**src/sv/pgb_pkg.sv**
```systemverilog
// Shared types, codes and reset values for the proximity gesture button.
package pgb_pkg;

    // Press machine states
    typedef enum logic [3:0] {
        PS_REL        = 4'd0,
        PS_REL_SHORT  = 4'd1,
        PS_REL_LONG   = 4'd2,
        PS_SHORT      = 4'd3,
        PS_SHORT_LONG = 4'd4,
        PS_SHORT_REL  = 4'd5,
        PS_LONG       = 4'd6,
        PS_LONG_SHORT = 4'd7,
        PS_LONG_REL   = 4'd8
    } press_state_t;

    typedef enum logic [1:0] {
        G_NONE  = 2'd0,
        G_SHORT = 2'd1,
        G_LONG  = 2'd2
    } gesture_kind_t;

    typedef struct packed {
        logic [11:0] short_limit;
        logic [11:0] long_limit;
        logic [9:0]  hysteresis_step;
        logic [7:0]  idle_threshold;
        logic [11:0] range_limit;
    } cfg_t;

    // Register map, word index into paddr[4:2]
    localparam int          ADDR_W              = 5;
    localparam int          APB_DATA_W          = 32;
    localparam logic [2:0]  REG_SHORT_LIMIT     = 3'd0;
    localparam logic [2:0]  REG_LONG_LIMIT      = 3'd1;
    localparam logic [2:0]  REG_HYSTERESIS_STEP = 3'd2;
    localparam logic [2:0]  REG_IDLE_THRESHOLD  = 3'd3;
    localparam logic [2:0]  REG_RANGE_LIMIT     = 3'd4;

    localparam logic [11:0] SHORT_LIMIT_RST     = 12'd96;
    localparam logic [11:0] LONG_LIMIT_RST      = 12'd320;
    localparam logic [9:0]  HYSTERESIS_STEP_RST = 10'd16;
    localparam logic [7:0]  IDLE_THRESHOLD_RST  = 8'd5;
    localparam logic [11:0] RANGE_LIMIT_RST     = 12'd640;

    localparam int          DEF_WINDOW_DEPTH    = 10;
    localparam int          DEF_DISTANCE_BITS   = 12;
    localparam int          HIST_DEPTH          = 5;
    localparam int          MEAN_W              = 12;
    localparam int          M_DATA_W            = 24;
    localparam logic [7:0]  IDLE_MAX            = 8'hFF;

    // Width of the running window sum
    function automatic int sum_width(input int depth, input int bits);
        return $clog2(depth * ((1 << bits) - 1) + 1);
    endfunction

endpackage

```
**src/sv/pgb_window.sv**
```systemverilog
// Sample qualification, averaging window and running sum.
module pgb_window #(
    parameter int WINDOW_DEPTH  = pgb_pkg::DEF_WINDOW_DEPTH,
    parameter int DISTANCE_BITS = pgb_pkg::DEF_DISTANCE_BITS
) (
    input  logic                     aclk,
    input  logic                     aresetn,
    input  logic                     load,
    input  logic [DISTANCE_BITS-1:0] distance,
    input  logic                     no_echo,
    input  pgb_pkg::cfg_t            cfg,
    output logic                     sample_valid,
    output logic [pgb_pkg::sum_width(WINDOW_DEPTH, DISTANCE_BITS)-1:0] window_sum,
    output logic                     gesture_active
);
    import pgb_pkg::*;

    localparam int SUM_W = sum_width(WINDOW_DEPTH, DISTANCE_BITS);
    localparam int PTR_W = $clog2(WINDOW_DEPTH);
    localparam int CMP_W = (DISTANCE_BITS > 12) ? DISTANCE_BITS : 12;

    logic [DISTANCE_BITS-1:0] win_reg [WINDOW_DEPTH];
    logic [DISTANCE_BITS-1:0] win_next [WINDOW_DEPTH];
    logic [PTR_W-1:0]         ptr_reg, ptr_next, ptr_wrap;
    logic [SUM_W-1:0]         sum_reg, sum_next, push_sum, fill_sum;
    logic                     active_reg, active_next;
    logic [7:0]               idle_reg, idle_next, idle_inc;
    logic                     valid_reg, valid;
    logic                     fill_en, push_en;
    logic [DISTANCE_BITS-1:0] fill_val;

    assign valid    = !no_echo && (CMP_W'(distance) < CMP_W'(cfg.range_limit));
    assign idle_inc = (idle_reg != IDLE_MAX) ? idle_reg + 8'd1 : idle_reg;
    assign ptr_wrap = (ptr_reg == PTR_W'(WINDOW_DEPTH - 1)) ? '0 : ptr_reg + PTR_W'(1);
    assign push_sum = sum_reg - SUM_W'(win_reg[ptr_reg]) + SUM_W'(distance);
    assign fill_sum = SUM_W'(fill_val) * SUM_W'(WINDOW_DEPTH);

    always_comb begin
        active_next = active_reg;
        idle_next   = idle_reg;
        fill_en     = 1'b0;
        push_en     = 1'b0;
        fill_val    = '0;
        if (valid) begin
            idle_next   = '0;
            active_next = 1'b1;
            if (active_reg) begin
                push_en = 1'b1;
            end else begin
                // first good sample after idle floods the window
                fill_en  = 1'b1;
                fill_val = distance;
            end
        end else if (active_reg) begin
            idle_next = idle_inc;
            if (idle_inc >= cfg.idle_threshold) begin
                fill_en     = 1'b1;
                active_next = 1'b0;
            end
        end
    end

    always_comb begin
        sum_next = sum_reg;
        ptr_next = ptr_reg;
        if (fill_en) begin
            sum_next = fill_sum;
            ptr_next = '0;
        end else if (push_en) begin
            sum_next = push_sum;
            ptr_next = ptr_wrap;
        end
        for (int i = 0; i < WINDOW_DEPTH; i++) begin
            win_next[i] = win_reg[i];
            if (fill_en) begin
                win_next[i] = fill_val;
            end else if (push_en && (ptr_reg == PTR_W'(i))) begin
                win_next[i] = distance;
            end
        end
    end

    always_ff @(posedge aclk) begin
        if (!aresetn) begin
            sum_reg    <= '0;
            ptr_reg    <= '0;
            active_reg <= 1'b0;
            idle_reg   <= '0;
            valid_reg  <= 1'b0;
        end else if (load) begin
            sum_reg    <= sum_next;
            ptr_reg    <= ptr_next;
            active_reg <= active_next;
            idle_reg   <= idle_next;
            valid_reg  <= valid;
        end
    end

    // window is always flooded before it is read, so no reset
    always_ff @(posedge aclk) begin
        if (load) begin
            for (int i = 0; i < WINDOW_DEPTH; i++) begin
                win_reg[i] <= win_next[i];
            end
        end
    end

    assign sample_valid   = valid_reg;
    assign window_sum     = sum_reg;
    assign gesture_active = active_reg;

endmodule

```
**src/sv/pgb_mean.sv**
```systemverilog
// Window mean: sum divided by the window depth through a reciprocal multiply.
module pgb_mean #(
    parameter int WINDOW_DEPTH  = pgb_pkg::DEF_WINDOW_DEPTH,
    parameter int DISTANCE_BITS = pgb_pkg::DEF_DISTANCE_BITS
) (
    input  logic                     aclk,
    input  logic                     load,
    input  logic [pgb_pkg::sum_width(WINDOW_DEPTH, DISTANCE_BITS)-1:0] window_sum,
    input  logic                     sample_valid_in,
    output logic [DISTANCE_BITS-1:0] mean,
    output logic                     sample_valid
);
    import pgb_pkg::*;

    localparam int SUM_W   = sum_width(WINDOW_DEPTH, DISTANCE_BITS);
    localparam int SH      = SUM_W + $clog2(WINDOW_DEPTH);
    localparam int RECIP_W = SUM_W + 1;
    localparam int PROD_W  = SH + DISTANCE_BITS;
    // ceil(2^SH / depth): exact quotient for every sum below 2^SUM_W
    localparam logic [63:0] RECIP =
        ((64'd1 << SH) + 64'(WINDOW_DEPTH) - 64'd1) / 64'(WINDOW_DEPTH);

    logic [PROD_W-1:0]        prod;
    logic [DISTANCE_BITS-1:0] mean_reg, mean_next;
    logic                     valid_reg;

    assign prod      = PROD_W'(window_sum) * PROD_W'(RECIP[RECIP_W-1:0]);
    assign mean_next = prod[SH +: DISTANCE_BITS];

    always_ff @(posedge aclk) begin
        if (load) begin
            mean_reg  <= mean_next;
            valid_reg <= sample_valid_in;
        end
    end

    assign mean         = mean_reg;
    assign sample_valid = valid_reg;

endmodule

```
**src/sv/pgb_press.sv**
```systemverilog
// Gesture classification with hysteresis, press state machine and result register.
module pgb_press #(
    parameter int DISTANCE_BITS = pgb_pkg::DEF_DISTANCE_BITS
) (
    input  logic                      aclk,
    input  logic                      aresetn,
    input  logic                      load,
    input  logic [DISTANCE_BITS-1:0]  mean,
    input  logic                      sample_valid_in,
    input  pgb_pkg::cfg_t             cfg,
    output logic                      sample_valid,
    output logic [pgb_pkg::MEAN_W-1:0] mean_distance,
    output pgb_pkg::gesture_kind_t    gesture,
    output pgb_pkg::press_state_t     press_state,
    output logic                      state_changed,
    output logic                      short_only_press,
    output logic                      long_only_press
);
    import pgb_pkg::*;

    localparam int CMP_W  = (DISTANCE_BITS + 1 > 14) ? DISTANCE_BITS + 1 : 14;
    localparam int MEXT_W = (DISTANCE_BITS > MEAN_W) ? DISTANCE_BITS : MEAN_W;

    logic signed [CMP_W-1:0] m_s, lo_s, hi_s;
    logic [MEXT_W-1:0]       mean_ext;
    gesture_kind_t           gest;
    logic [9:0]              hyst_reg, hyst_next;
    press_state_t            state_reg, state_next;
    // newest four entries; the fifth only matters right after a shift
    press_state_t            hist_reg [HIST_DEPTH-1];
    press_state_t            hist_next [HIST_DEPTH-1];
    press_state_t            hist_shift [HIST_DEPTH];
    logic                    changed, short_only, long_only;

    logic                    valid_reg;
    logic [MEAN_W-1:0]       mean_reg;
    gesture_kind_t           gest_reg;
    logic                    changed_reg, short_only_reg, long_only_reg;

    assign m_s      = $signed(CMP_W'(mean));
    assign lo_s     = $signed(CMP_W'(cfg.short_limit)) - $signed(CMP_W'(hyst_reg));
    assign hi_s     = $signed(CMP_W'(cfg.long_limit)) + $signed(CMP_W'(hyst_reg));
    assign mean_ext = MEXT_W'(mean);

    // a mean exactly on the lower limit belongs to no band
    always_comb begin
        if ((m_s != '0) && (m_s < lo_s)) begin
            gest      = G_SHORT;
            hyst_next = '0;
        end else if ((lo_s < m_s) && (m_s < hi_s)) begin
            gest      = G_LONG;
            hyst_next = cfg.hysteresis_step;
        end else begin
            gest      = G_NONE;
            hyst_next = '0;
        end
    end

    always_comb begin
        case (state_reg)
            PS_REL: begin
                if (gest == G_SHORT) begin
                    state_next = PS_REL_SHORT;
                end else if (gest == G_LONG) begin
                    state_next = PS_REL_LONG;
                end else begin
                    state_next = PS_REL;
                end
            end
            PS_REL_SHORT:  state_next = PS_SHORT;
            PS_REL_LONG:   state_next = PS_LONG;
            PS_SHORT: begin
                if (gest == G_LONG) begin
                    state_next = PS_SHORT_LONG;
                end else if (gest == G_NONE) begin
                    state_next = PS_SHORT_REL;
                end else begin
                    state_next = PS_SHORT;
                end
            end
            PS_SHORT_LONG: state_next = PS_LONG;
            PS_SHORT_REL:  state_next = PS_REL;
            PS_LONG_SHORT: state_next = PS_SHORT;
            PS_LONG: begin
                if (gest == G_SHORT) begin
                    state_next = PS_LONG_SHORT;
                end else if (gest == G_NONE) begin
                    state_next = PS_LONG_REL;
                end else begin
                    state_next = PS_LONG;
                end
            end
            PS_LONG_REL:   state_next = PS_REL;
            default:       state_next = PS_REL;
        endcase
    end

    always_comb begin
        changed       = (state_next != state_reg);
        hist_shift[0] = state_next;
        for (int i = 1; i < HIST_DEPTH; i++) begin
            hist_shift[i] = hist_reg[i-1];
        end
        for (int i = 0; i < HIST_DEPTH - 1; i++) begin
            hist_next[i] = changed ? hist_shift[i] : hist_reg[i];
        end
        short_only = changed && (hist_shift[4] == PS_REL) &&
                     (hist_shift[2] == PS_SHORT) && (hist_shift[0] == PS_REL);
        long_only  = changed && (hist_shift[4] == PS_REL) &&
                     (hist_shift[2] == PS_LONG) && (hist_shift[0] == PS_REL);
    end

    always_ff @(posedge aclk) begin
        if (!aresetn) begin
            state_reg <= PS_REL;
            hyst_reg  <= '0;
            for (int i = 0; i < HIST_DEPTH - 1; i++) begin
                hist_reg[i] <= PS_REL;
            end
        end else if (load) begin
            state_reg <= state_next;
            hyst_reg  <= hyst_next;
            for (int i = 0; i < HIST_DEPTH - 1; i++) begin
                hist_reg[i] <= hist_next[i];
            end
        end
    end

    always_ff @(posedge aclk) begin
        if (load) begin
            valid_reg      <= sample_valid_in;
            mean_reg       <= mean_ext[MEAN_W-1:0];
            gest_reg       <= gest;
            changed_reg    <= changed;
            short_only_reg <= short_only;
            long_only_reg  <= long_only;
        end
    end

    assign sample_valid     = valid_reg;
    assign mean_distance    = mean_reg;
    assign gesture          = gest_reg;
    assign press_state      = state_reg;
    assign state_changed    = changed_reg;
    assign short_only_press = short_only_reg;
    assign long_only_press  = long_only_reg;

endmodule

```
**src/sv/proximity_gesture_button.sv**
```systemverilog
// Proximity gesture button: three-stage pipeline from range sample to press result.
//
// s_ channel takes one range sample per item (distance, no-echo flag in s_tuser).
// m_ channel returns one result per item: window mean, gesture class, press state
// and the short-only / long-only press flags; s_tuser-style flag m_tuser marks a
// sample that was in range.
// Pipeline: stage 1 qualifies the sample and updates the window and running sum,
// stage 2 divides the sum by the window depth (reciprocal multiply), stage 3
// classifies with hysteresis, steps the press machine and holds the result.
// m_tvalid rises once the item has passed the window, mean and press registers;
// throughput is one item per cycle while the receiver keeps m_tready high, set by
// the window-sum and press-state update loops, each closed through one register.
// When the receiver stalls, the result holds in stage 3 and the earlier stages keep
// filling; s_tready drops only when all three stages hold items.
// Reset (aresetn low, synchronous) empties the pipeline, zeroes the sum, idle
// count and hysteresis, sets the press machine to released and restores the
// register defaults. The APB port writes and reads the five limits; write them
// only while no item is in flight.
module proximity_gesture_button #(
    parameter int WINDOW_DEPTH  = pgb_pkg::DEF_WINDOW_DEPTH,
    parameter int DISTANCE_BITS = pgb_pkg::DEF_DISTANCE_BITS
) (
    input  logic                            aclk,
    input  logic                            aresetn,
    // [DISTANCE_BITS-1:0] distance, zero padded to whole bytes
    input  logic [((DISTANCE_BITS + 7) / 8) * 8 - 1:0] s_tdata,
    // [0] no_echo
    input  logic                            s_tuser,
    input  logic                            s_tvalid,
    output logic                            s_tready,
    // [11:0] mean_distance, [13:12] gesture, [17:14] press_state,
    // [18] state_changed, [19] short_only_press, [20] long_only_press
    output logic [pgb_pkg::M_DATA_W-1:0]    m_tdata,
    // [0] sample_valid
    output logic                            m_tuser,
    output logic                            m_tvalid,
    input  logic                            m_tready,
    input  logic                            psel,
    input  logic                            penable,
    input  logic                            pwrite,
    input  logic [pgb_pkg::ADDR_W-1:0]      paddr,
    input  logic [pgb_pkg::APB_DATA_W-1:0]  pwdata,
    output logic [pgb_pkg::APB_DATA_W-1:0]  prdata,
    output logic                            pready
);
    import pgb_pkg::*;

    localparam int SUM_W = sum_width(WINDOW_DEPTH, DISTANCE_BITS);

    cfg_t                     cfg_reg;
    logic                     cfg_wr;
    logic [2:0]               reg_idx;

    logic                     a_valid_reg, b_valid_reg, c_valid_reg;
    logic                     a_load, b_load, c_load;
    logic                     b_ready, c_ready;

    logic                     win_sample_valid, win_active;
    logic [SUM_W-1:0]         win_sum;
    logic [DISTANCE_BITS-1:0] mean;
    logic                     mean_sample_valid;

    logic                     out_valid;
    logic [MEAN_W-1:0]        out_mean;
    gesture_kind_t            out_gesture;
    press_state_t             out_press;
    logic                     out_changed, out_short_only, out_long_only;

    // ---------------- configuration port
    assign pready  = 1'b1;
    assign reg_idx = paddr[ADDR_W-1:2];
    assign cfg_wr  = psel && penable && pwrite && pready;

    always_ff @(posedge aclk) begin
        if (!aresetn) begin
            cfg_reg.short_limit     <= SHORT_LIMIT_RST;
            cfg_reg.long_limit      <= LONG_LIMIT_RST;
            cfg_reg.hysteresis_step <= HYSTERESIS_STEP_RST;
            cfg_reg.idle_threshold  <= IDLE_THRESHOLD_RST;
            cfg_reg.range_limit     <= RANGE_LIMIT_RST;
        end else if (cfg_wr) begin
            case (reg_idx)
                REG_SHORT_LIMIT:     cfg_reg.short_limit     <= pwdata[11:0];
                REG_LONG_LIMIT:      cfg_reg.long_limit      <= pwdata[11:0];
                REG_HYSTERESIS_STEP: cfg_reg.hysteresis_step <= pwdata[9:0];
                REG_IDLE_THRESHOLD:  cfg_reg.idle_threshold  <= pwdata[7:0];
                REG_RANGE_LIMIT:     cfg_reg.range_limit     <= pwdata[11:0];
                default: ;
            endcase
        end
    end

    always_comb begin
        case (reg_idx)
            REG_SHORT_LIMIT:     prdata = APB_DATA_W'(cfg_reg.short_limit);
            REG_LONG_LIMIT:      prdata = APB_DATA_W'(cfg_reg.long_limit);
            REG_HYSTERESIS_STEP: prdata = APB_DATA_W'(cfg_reg.hysteresis_step);
            REG_IDLE_THRESHOLD:  prdata = APB_DATA_W'(cfg_reg.idle_threshold);
            REG_RANGE_LIMIT:     prdata = APB_DATA_W'(cfg_reg.range_limit);
            default:             prdata = '0;
        endcase
    end

    // ---------------- pipeline flow control, bubbles collapse
    assign c_ready  = !c_valid_reg || m_tready;
    assign b_ready  = !b_valid_reg || c_ready;
    assign s_tready = !a_valid_reg || b_ready;
    assign a_load   = s_tvalid && s_tready;
    assign b_load   = a_valid_reg && b_ready;
    assign c_load   = b_valid_reg && c_ready;

    always_ff @(posedge aclk) begin
        if (!aresetn) begin
            a_valid_reg <= 1'b0;
            b_valid_reg <= 1'b0;
            c_valid_reg <= 1'b0;
        end else begin
            if (s_tready) begin
                a_valid_reg <= s_tvalid;
            end
            if (b_ready) begin
                b_valid_reg <= a_valid_reg;
            end
            if (c_ready) begin
                c_valid_reg <= b_valid_reg;
            end
        end
    end

    // ---------------- stages
    pgb_window #(
        .WINDOW_DEPTH  (WINDOW_DEPTH),
        .DISTANCE_BITS (DISTANCE_BITS)
    ) u_window (
        .aclk           (aclk),
        .aresetn        (aresetn),
        .load           (a_load),
        .distance       (s_tdata[DISTANCE_BITS-1:0]),
        .no_echo        (s_tuser),
        .cfg            (cfg_reg),
        .sample_valid   (win_sample_valid),
        .window_sum     (win_sum),
        .gesture_active (win_active)
    );

    pgb_mean #(
        .WINDOW_DEPTH  (WINDOW_DEPTH),
        .DISTANCE_BITS (DISTANCE_BITS)
    ) u_mean (
        .aclk            (aclk),
        .load            (b_load),
        .window_sum      (win_sum),
        .sample_valid_in (win_sample_valid),
        .mean            (mean),
        .sample_valid    (mean_sample_valid)
    );

    pgb_press #(
        .DISTANCE_BITS (DISTANCE_BITS)
    ) u_press (
        .aclk             (aclk),
        .aresetn          (aresetn),
        .load             (c_load),
        .mean             (mean),
        .sample_valid_in  (mean_sample_valid),
        .cfg              (cfg_reg),
        .sample_valid     (out_valid),
        .mean_distance    (out_mean),
        .gesture          (out_gesture),
        .press_state      (out_press),
        .state_changed    (out_changed),
        .short_only_press (out_short_only),
        .long_only_press  (out_long_only)
    );

    assign m_tvalid = c_valid_reg;
    assign m_tuser  = out_valid;
    assign m_tdata  = {3'b000, out_long_only, out_short_only, out_changed,
                       out_press, out_gesture, out_mean};

`ifndef SYNTH
    // an idle window is always flushed to zero
    a_idle_sum_zero: assert property (@(posedge aclk) disable iff (!aresetn)
        !win_active |-> (win_sum == '0))
        else $error("window sum nonzero while no gesture is active");

    a_short_press: assert property (@(posedge aclk) disable iff (!aresetn)
        (c_valid_reg && out_short_only) |->
            (out_changed && (out_press == PS_REL) && !out_long_only))
        else $error("short-only press flagged outside a change to released");

    a_long_press: assert property (@(posedge aclk) disable iff (!aresetn)
        (c_valid_reg && out_long_only) |-> (out_changed && (out_press == PS_REL)))
        else $error("long-only press flagged outside a change to released");
`endif

endmodule
```
**config.mk**
```make
export PLATFORM = sky130hd
export DESIGN_NAME = proximity_gesture_button
export DESIGN_NICKNAME = d
export VERILOG_FILES = /design/src/sv/pgb_pkg.sv /design/src/sv/pgb_window.sv /design/src/sv/pgb_mean.sv /design/src/sv/pgb_press.sv /design/src/sv/proximity_gesture_button.sv
export SDC_FILE = /design/constraint.sdc
export NUM_CORES = 1
export LEC_CHECK = 0
export ABC_AREA = 1
export BUFFER_PORTS_ARGS = -buffer_cell sky130_fd_sc_hd__buf_4
export CORE_MARGIN = 1.5
export CORE_UTILIZATION = 35
export DETAILED_ROUTE_END_ITERATION = 8
export GPL_ROUTABILITY_DRIVEN = 0
export GPL_TIMING_DRIVEN = 0
export PLACE_DENSITY = 0.49
export SLEW_MARGIN = 5
export SYNTH_ARGS = -nofsm -noshare
export SYNTH_HDL_FRONTEND = slang
export SYNTH_HIERARCHICAL = 1
export SYNTH_SLANG_ARGS = --single-unit
```
**constraint.sdc**
```tcl
create_clock -name aclk -period 4.6 [get_ports aclk]
set_input_delay 0.46 -clock aclk [delete_from_list [all_inputs] [get_ports aclk]]
set_output_delay 0.46 -clock aclk [all_outputs]
set_load 0.02 [all_outputs]
```
# Word level (Yosys, flattened, before mapping)
# Memory sizes are Yosys's and may differ from the RTL's. A register that Yosys moved wholly into a read port is not among the register bits.
# Index checks and enable logic that the tools add are counted.
totals:
  ff_bits: 132
  ramBits: 136
  in_bits: 61
  out_inout_bits: 60
  word_cells: 202
  mem_count: 2
mem_list:
  columns: ["memory", "depth", "word_bits", "rd", "rd_ports_with_merged_regs", "write_ports", "line_no", "source"]
  rows:
  - ["u_window.win_reg", 10, 12, 1, 1, 10, "pgb_window.sv:22", "logic [DISTANCE_BITS-1:0] win_reg [WINDOW_DEPTH];"]
  - ["u_press.hist_reg", 4, 4, 4, 0, 4, "pgb_press.sv:30", "press_state_t hist_reg [HIST_DEPTH-1];"]
op_classes:
  add_sub_neg: 6
  mul: 2
  magnitude_cmp: 5
  n_eq_ne: 35
  mux: 67
  bitwise_logic: 4
  reduce_logical: 58
op_table:
  columns: ["cell", "count"]
  rows:
  - ["12-bit two-way mux", 22]
  - ["4-bit two-way mux", 17]
  - ["12-bit one-hot mux with 5 select lines", 1]
  - ["2-bit AND reduction", 17]
  - ["4-bit by 3-bit equality test with 1-bit output (second input constant)", 8]
  - ["16-bit two-way mux", 2]
  - ["16-bit by 16-bit multiplier with 31-bit output (second input constant)", 1]
  - ["13-bit by 14-bit < comparator with 1-bit output", 2]
  - ["8-bit two-way mux", 3]
  - ["1-bit logical AND", 23]
  - ["4-bit by 2-bit equality test with 1-bit output (second input constant)", 5]
  - ["10-bit two-way mux", 2]
  - ["2-bit inequality test (second input constant)", 10]
  - ["4-bit one-hot mux with 5 select lines", 1]
  - ["16-bit by 12-bit adder with 16-bit output", 1]
  - ["4-bit zero test", 4]
  - ["16-bit by 12-bit subtractor with 16-bit output", 1]
  - ["12-bit by 3-bit multiplier with 15-bit output (second input constant)", 1]
  - ["1-bit two-way mux", 15]
  - ["14-bit by 13-bit < comparator with 1-bit output", 1]
  - ["14-bit nonzero test", 1]
  - ["12-bit by 10-bit adder with 13-bit output", 1]
  - ["12-bit by 10-bit subtractor with 13-bit output", 1]
  - ["12-bit < comparator", 1]
  - ["21 further kinds", 36]

# Longest topological paths before layout
# Gate-level depths: netlist of the first run.
logic_depth:
  depth_word: 13
  ltp_mapped: 27
  depth_no_buf: 27

# Modules after synthesis
# Netlist of the first run, hierarchy kept.
by_module_without_submodules:
  columns: ["mod", "instances", "cells_per_inst", "area_per_inst_um2", "seq_area_each_um2"]
  rows:
  - ["pgb_window", 1, 990, 9004.9, 4284.1]
  - ["pgb_mean", 1, 704, 5571.6, 390.4]
  - ["pgb_press", 1, 425, 3523.4, 1301.2]
  - ["proximity_gesture_button", 1, 476, 3118.0, 1141.1]

# Least setup slack after synthesis of the first run
# Ideal clock, no wire load.
synth_timing:
  kind: "reg2reg"
  startpoint: "register u_window.sum_reg[5], in the netlist u_window/window_sum[5]"
  endpoint: "register u_mean.mean_reg[9], in the netlist u_mean/mean[9], data pin"
  setup_ns: 0.252
  arrival_time_ns: 4.549
  required_ns: 4.348
  slack_ns: -0.201
  path_stages_with_launch: 21
  n_path_buf: 0
  period_less_slack_ns: 4.801
  path_cell_list: "dfxtp_1 > ha_1 > xor2_1 > ha_1 > fa_1 > inv_1 > fa_1 > inv_1 > fa_1 > inv_1 > fa_1 > inv_1 > ha_1 > nand2_1 > inv_1 > a21oi_1 > nand2_1 > a21oi_1 > nand2_1 > nand2_1 > nand2_1"
synth_via:
  elab_chain_len: 1
synth_rtl:
  columns: ["element", "line_no", "source"]
  rows:
  - ["from (decl)", "pgb_window.sv:25", "logic [SUM_W-1:0] sum_reg, sum_next, push_sum, fill_sum;"]
  - ["from (signal assigned)", "pgb_window.sv:91", "sum_reg <= sum_next;"]
  - ["16-bit by 16-bit multiplier with 31-bit output", "pgb_mean.sv:27", "assign prod = PROD_W'(window_sum) * PROD_W'(RECIP[RECIP_W-1:0]);"]
  - ["named net u_mean.prod[29]", "pgb_mean.sv:23", "logic [PROD_W-1:0] prod;"]
  - ["to (signal assigned)", "pgb_mean.sv:32", "mean_reg <= mean_next;"]
  - ["to (decl)", "pgb_mean.sv:24", "logic [DISTANCE_BITS-1:0] mean_reg, mean_next;"]
# The timed path passes the listed nets, and every way through them passes these cells.
# A chain may end at the register's enable or synchronous reset.

# Worst setup path after layout of the first run
layout_timing:
  startpoint: "register u_window.sum_reg[3], in the netlist u_window/window_sum[3]"
  endpoint: "register u_mean.mean_reg[7], in the netlist u_mean/mean[7], data pin"
# The elaborated chain is that of the path after synthesis.

==> results_dict.tcl, run 1 <==
set metrics [dict create \
    status "finished, violations left" \
    violations "setup timing" \
    path_class "flop to flop" \
    grt_usage_pct 20.0 \
    vdd_drop_max_uv 195 \
    drt_wl_total_um 61800 \
    fin_crit_sh_pct 101 \
    die_w_um 249 \
    grt_pass1_vias 17000 \
    synth_area_leaders "edfxtp_1 24%, ha_1 13%, dfxtp_1 9.9%, nand2_1 9.1%, inv_1 8.9%" \
    async_flop_share_pct 0 \
    syn_area_sq_um 21200 \
    wire_per_inst_um 17.3 \
    antenna_left 0 \
    clk_pin_slew_ns 0.06 \
    setup_viol 5 \
    grt_max_degree 23 \
    nNetsFinal 3149 \
    synth_top_area_share_pct 23.6 \
    cts_htree_levels 2 \
    largest_reg_flops 120 \
    clk_path_buf_depth 3 \
    rows 90 \
    fin_ws_ns -0.0499 \
    dp_cells 3477 \
    io_buffers 67 \
    crit_required_ns 4.89 \
    antenna_found_initial 1 \
    num-fill-cells 6098 \
    drive_gt1_share_pct 14.3 \
    post-synth-top-count-cell "nand2_1" \
    initial_utilization_pct 35.3 \
    drc 0 \
    hpwl_um 48300 \
    yosys_warnings 6 \
    start_kind "flop" \
    ys_ff_latch 272 \
    final.min_clock_period_ns 4.65 \
    synth_common_cells "513 x nand2_1, 503 x inv_1, 255 x nor2_1" \
    synth-edff-count 167 \
    crit_path_end_kind "flop" \
    hold_class "input pin to flop" \
    dp_worst_setup_slack_ns -0.577 \
    drv_cap 0 \
    io_pins 121 \
    die_h_um 249 \
    syn_inst 2595 \
    hold_violations 0 \
    drt-pass1-iter-count 5 \
    max_freq_mhz 215 \
    path_max_fanout 4 \
    syn_area_per_cell_sq_um 8.18 \
    core_region_area_sq_um 60100 \
    slew_violations 0 \
    cts_sinks 272 \
    holdWs_ns 0.147 \
    yosysSeqAreaShare_pct 33.5 \
    r2r_setup_slack_ns -0.05 \
    cts_root_buf "clkbuf_16" \
    tritoncts.num_buffers 34 \
    syn2layout_area_growth_pct 17.3 \
    grt_pass1_wl_um 96300 \
    relSlewSlack_pct 43.2 \
    p_leak_uw 0.0119 \
    synth_top_area_cell "edfxtp_1" \
    dieArea_sq_um 62100 \
    viasPerCell 4.82 \
    drtIter0Drc 1097 \
    crit_arrival_ns 4.94 \
    final_cells 3577 \
    synthFlopType "edfxtp_1" \
    skew_ns 0.0208 \
    clk_latency_ns 0.55 \
    rsz0062_at_grt "true" \
    p_per_area_nw_per_um2 264 \
    max_slew.worst_pin.slew_ns 0.842 \
    cts_tree "built" \
    vias 17200 \
    overflow 0 \
    antenna-diode-count 0 \
    synth_cell_type_count 56 \
]
per-layer routing:
layer / up-vias / global-route usage (%) / wire length, um
met3: 72 / 2.78 / 3180
li1: 8638 / - / -
met1: 8124 / 28.1 / 29400
met4: 2 / 5.89 / 1550
met2: 403 / 31.9 / 27700
met5: - / 0 / 14
area by class of cell:
type / instances / area [sq um] / share of cell area, %
clock buffers: 44 / 910 / 3.66
clock inverters: 17 / 133 / 0.533
plain buffers: 87 / 539 / 2.17
well taps: 782 / 978 / 3.93
flip-flops and latches: 272 / 7170 / 28.8
repair buffers: 117 / 947 / 3.81
inverters: 514 / 1940 / 7.79
multi-input cells: 1744 / 12300 / 49.3
worst max-delay path: stages (launching register included):
cell      delay, ns
dfxtp_4        0.39
ha_4           0.30
inv_4          0.04
fa_1           0.52
inv_1          0.06
fa_1           0.46
fa_1           0.49
fa_1           0.49
inv_1          0.05
fa_1           0.52
inv_2          0.05
ha_4           0.24
buf_4          0.13
nand3_2        0.12
nor2_1         0.06
o21bai_1       0.22
nand3_1        0.12
nand2_1        0.07
nand2_1        0.07
per-stage QoR:
stage	power, uW	cell area, sq um	setup TNS [ns]	util [%]
2_1_floorplan	3570	21400	0	-
3_3_place_gp	3910	22900	-16.81	38.1
3_5_place_dp	3930	23100	-5.37	38.4
4_1_cts	6620	24700	-0.135	41.2
5_1_grt	6900	24900	-2.05	41.4
6_report	6560	24900	-0.134	41.4
kinds of logic after synthesis:
group           synth area share, %
compound gates                 7.54
xor+xnor                       2.11
fa+ha+maj                      22.1
buf+inv                        11.7
flops                          33.5
mux                            1.75
other cells                  0.0354
simple gates                   21.3
cells in the final DEF (no fill, tap or decap), drive strengths merged, types with 2 or more instances in the layout:
master and instances:
ha 224, nor3 12, dfxtp 105, nor2 270
clkinv 14, mux2i 36, nor4 6, fa 94
clkbuf 66, xor2 39, a31o 2, nand3b 7
o211ai 26, nand2 531, inv 514, a21oi 128
edfxtp 167, o21bai 10, xnor2 12, conb 24
o22ai 13, a21o 13, a31oi 3, o21ai 80
o21a 3, clkinvlp 2, nand4 41, nand3 161
buf 182
power breakdown:
group / leakage, uW / total, uW / switching (uW) / internal, uW
Combinational: 0.00897 / 1310 / 815 / 492
Clock: 0.000507 / 2560 / 1090 / 1470
Sequential: 0.00241 / 2700 / 46.3 / 2650
Total: 0.0119 / 6560 / 1950 / 4610
path summary, 6_finish.rpt:
path | startpoint | to | cells after the start
setup / recovery | u_window/window_sum[3] | u_mean/mean[7] | 18
hold / removal | pwdata[5] | cfg_reg[47] | 3
hold reg to reg | u_mean/sample_valid | u_press/sample_valid | 0
setup reg to reg | u_window/window_sum[3] | u_mean/mean[7] | 18
timing repair:
| item | 4_1_cts | 5_1_grt |
|---|---|---|
| setup endpoints to repair | 12 | 28 |
| gates cloned | 0 | 0 |
| hold endpoints to repair | 0 | 0 |
| gates resized for setup | 88 | 28 |
| hold buffers | 0 | 0 |
| buffers inserted | 34 | 5 |
| pin swaps | 47 | 8 |
Note: power is estimated with default switching activity, not from simulation.
==> inputs of run 2 (changes only) <==
- ABC_AREA: 1 -> not set
- CORE_UTILIZATION: 35 -> 57
- PLACE_DENSITY: 0.49 -> 0.75
==> run 2 against run 1 <==
  * The flow still finishes with violations (setup timing)
  * Sequential cell count unchanged
  * First-iteration DRC count decreased by 2.6%
  * Clock power decreased by 11%
  * Power decreased by 6.2%
  * Non-clock buffer count decreased by 18
  * Sequential share of layout area increased by 2.5 points
  * Wire length decreased by 19%
==> results_dict.tcl, run 2 <==
set metrics [dict create \
    status "finished, violations left" \
    violations "setup timing" \
    max_slew.worst_pin.slew_ns 0.942 \
    hold_violations 0 \
    overflow 0 \
    core_region_area_sq_um 33800 \
    start_kind "flop" \
    async_flop_share_pct 0 \
    cts_htree_levels 1 \
    crit_top_cell "fa_1" \
    combPwrFrac_pct 19.0 \
    p_int_uw 4450 \
    rsz0062_at_grt "true" \
    hold_depth 3 \
    grt_pass1_vias 15100 \
    hold_buffers 0 \
    cp_slowest_cell "fa_1" \
    skew_ns 0.0341 \
    grt_usage_pct 28.3 \
    dieArea_sq_um 35700 \
    yosys_warnings 6 \
    syn_area_per_cell_sq_um 10.5 \
    vias 14700 \
    drt_wl_total_um 50100 \
    clk_latency_ns 0.56 \
    final_cell_mix "283 x inv_1, 197 x ha_1, 167 x edfxtp_1" \
    ff2ff_path_depth 15 \
    r2r_setup_slack_ns -0.39 \
    nNetsFinal 2408 \
    dp_cells 2412 \
    p_sw_uw 1710 \
    grt_pass1_wl_um 79500 \
    synth_cell_type_count 88 \
    final_cells 2499 \
    cts_sinks 272 \
    hpwl_um 37600 \
    synthFlopType "edfxtp_1" \
    antenna_left 0 \
    antenna-diode-count 0 \
    dp_worst_setup_slack_ns -0.778 \
    hp-start "pwdata[4]" \
    r2r-start "u_window/window_sum[11]" \
    syn_area_sq_um 19700 \
    viasPerCell 5.89 \
    synth_common_cells "293 x inv_1, 224 x ha_1, 167 x edfxtp_1" \
    die_w_um 189 \
    holdWs_ns 0.168 \
    crit_required_ns 4.90 \
    antenna_found_initial 0 \
    worstHoldEndpoint "cfg_reg[24]" \
    p_per_area_nw_per_um2 269 \
    max_freq_mhz 200 \
    initial_utilization_pct 58.3 \
    crit_chain "ha_4 > inv_2 > fa_1 > fa_1 > inv_2 > fa_1 > fa_1 > ha_4 > ha_4 > and3_4 > and2_4 > a221o_1 > or3_4 > o221ai_4 > xnor2_1" \
    path_class "flop to flop" \
    p_leak_uw 0.0101 \
    power_frac_seq_pct 43.7 \
    crit_arrival_ns 5.29 \
    path_max_fanout 6 \
    clk_path_buf_depth 3 \
    p_clk_share_pct 37.3 \
    drv_cap 0 \
    tritoncts.num_buffers 29 \
    rows 67 \
    synth_area_leaders "edfxtp_1 25%, ha_1 14%, dfxtp_1 11%, fa_1 9.5%, inv_1 5.6%" \
    yosysSeqAreaShare_pct 36.1 \
    synth-edff-count 167 \
    synth_top_area_share_pct 25.4 \
    final_common_cell "inv_1" \
    vdd_drop_max_uv 357 \
    cpPeakStageDelay_ns 0.57 \
    largest_reg_flops 120 \
    slew_violations 0 \
    clk_pin_slew_ns 0.07 \
    crit_path_end_kind "flop" \
    syn2layout_area_growth_pct 16.1 \
    drc 0 \
    drive_gt1_share_pct 18.1 \
    worstReg2RegEnd "u_mean/mean[10]" \
    drt-pass1-iter-count 7 \
    wire_per_inst_um 20.0 \
    post-synth-top-count-cell "inv_1" \
    hold_class "input pin to flop" \
    netSwitchingFraction_pct 27.7 \
    fin_crit_sh_pct 108 \
    io_pins 121 \
    cts_tree "built" \
    fin_ws_ns -0.390 \
    drtIter0Drc 1068 \
    syn_inst 1872 \
    die_h_um 189 \
    cts_root_buf "clkbuf_16" \
    finalSetupTns_ns -3.30 \
    grt_max_degree 17 \
    setup_viol 12 \
    io_buffers 67 \
    relSlewSlack_pct 36.9 \
    synth_top_area_cell "edfxtp_1" \
    ys_ff_latch 272 \
    final.min_clock_period_ns 4.99 \
]
-- run 2: worst max-delay path: cells and delay by family, from the launching register on --
kind,cells,cell delay (ns)
compound gates,2,0.60
fa+ha+maj,7,2.83
xor+xnor,1,0.10
flops,1,0.38
buf+inv,2,0.09
simple gates,3,0.75
-- run 2: per-layer routing --
metal	vias to the layer above	GRT usage, %	part of all wire, %
met5	-	0	0
met4	0	11.9	4.4
met3	137	3.30	5.4
met2	537	50.9	50
met1	7169	34.4	40
li1	6871	-	-
-- run 2: cell families after synthesis --
logic type	Yosys count	share of synthesized area [%]
fa+ha+maj	318	23.8
mux	98	6.62
flops	272	36.1
buf+inv	377	8.13
simple gates	399	10.3
xor+xnor	56	2.49
compound gates	350	12.5
other cells	2	0.0381
-- run 2: metrics by stage --
stage               cell area, sq um  utilization (%)  total power, uW
floorplan                      20100                -             3530
finish                         22900             67.7             6160
global placement               21200             62.7             3790
CTS                            22600             67.0             6150
global route                   22900             67.7             6410
detailed placement             21300             62.9             3830
-- run 2: worst max path at each step --
stage | from | to | slack (ns) | depth (start not counted)
after global routing | u_window/window_sum[7] | u_mean/mean[8] | -0.55 | 17
after global placement | u_window/idle_reg[0] | u_window/win_reg[9][8] | -1.03 | 14
after CTS | u_window/window_sum[7] | u_mean/mean[11] | -0.36 | 17
after detailed placement | u_window/window_sum[15] | u_mean/mean[5] | -0.78 | 16
final | u_window/window_sum[11] | u_mean/mean[10] | -0.39 | 15
after floorplan | u_window/window_sum[5] | u_mean/mean[10] | -0.17 | 18
-- run 2: area by class of cell --
type	count	area, sq um
timing repair buffer	104	788
clock buffer	32	768
tap	448	561
buffer	82	532
multi-input combinational	1246	11800
fill	2473	10900
clock inverter	21	176
inverter	294	1110
sequential	272	7180
-- run 2: power by group through the flow --
stage	clock (uW)	sequential [uW]	combinational, uW
6_report	2290	2690	1170
2_1_floorplan	0	2730	795
4_1_cts	2330	2690	1130
3_3_place_gp	0	2750	1040
5_1_grt	2420	2690	1300
3_5_place_dp	0	2750	1080
-- run 2: what timing repair did --
item,in CTS,in global routing
pin swaps,19,23
setup buffers,29,5
cloned,0,1
resized for setup,49,40
setup endpoints to repair,150,257
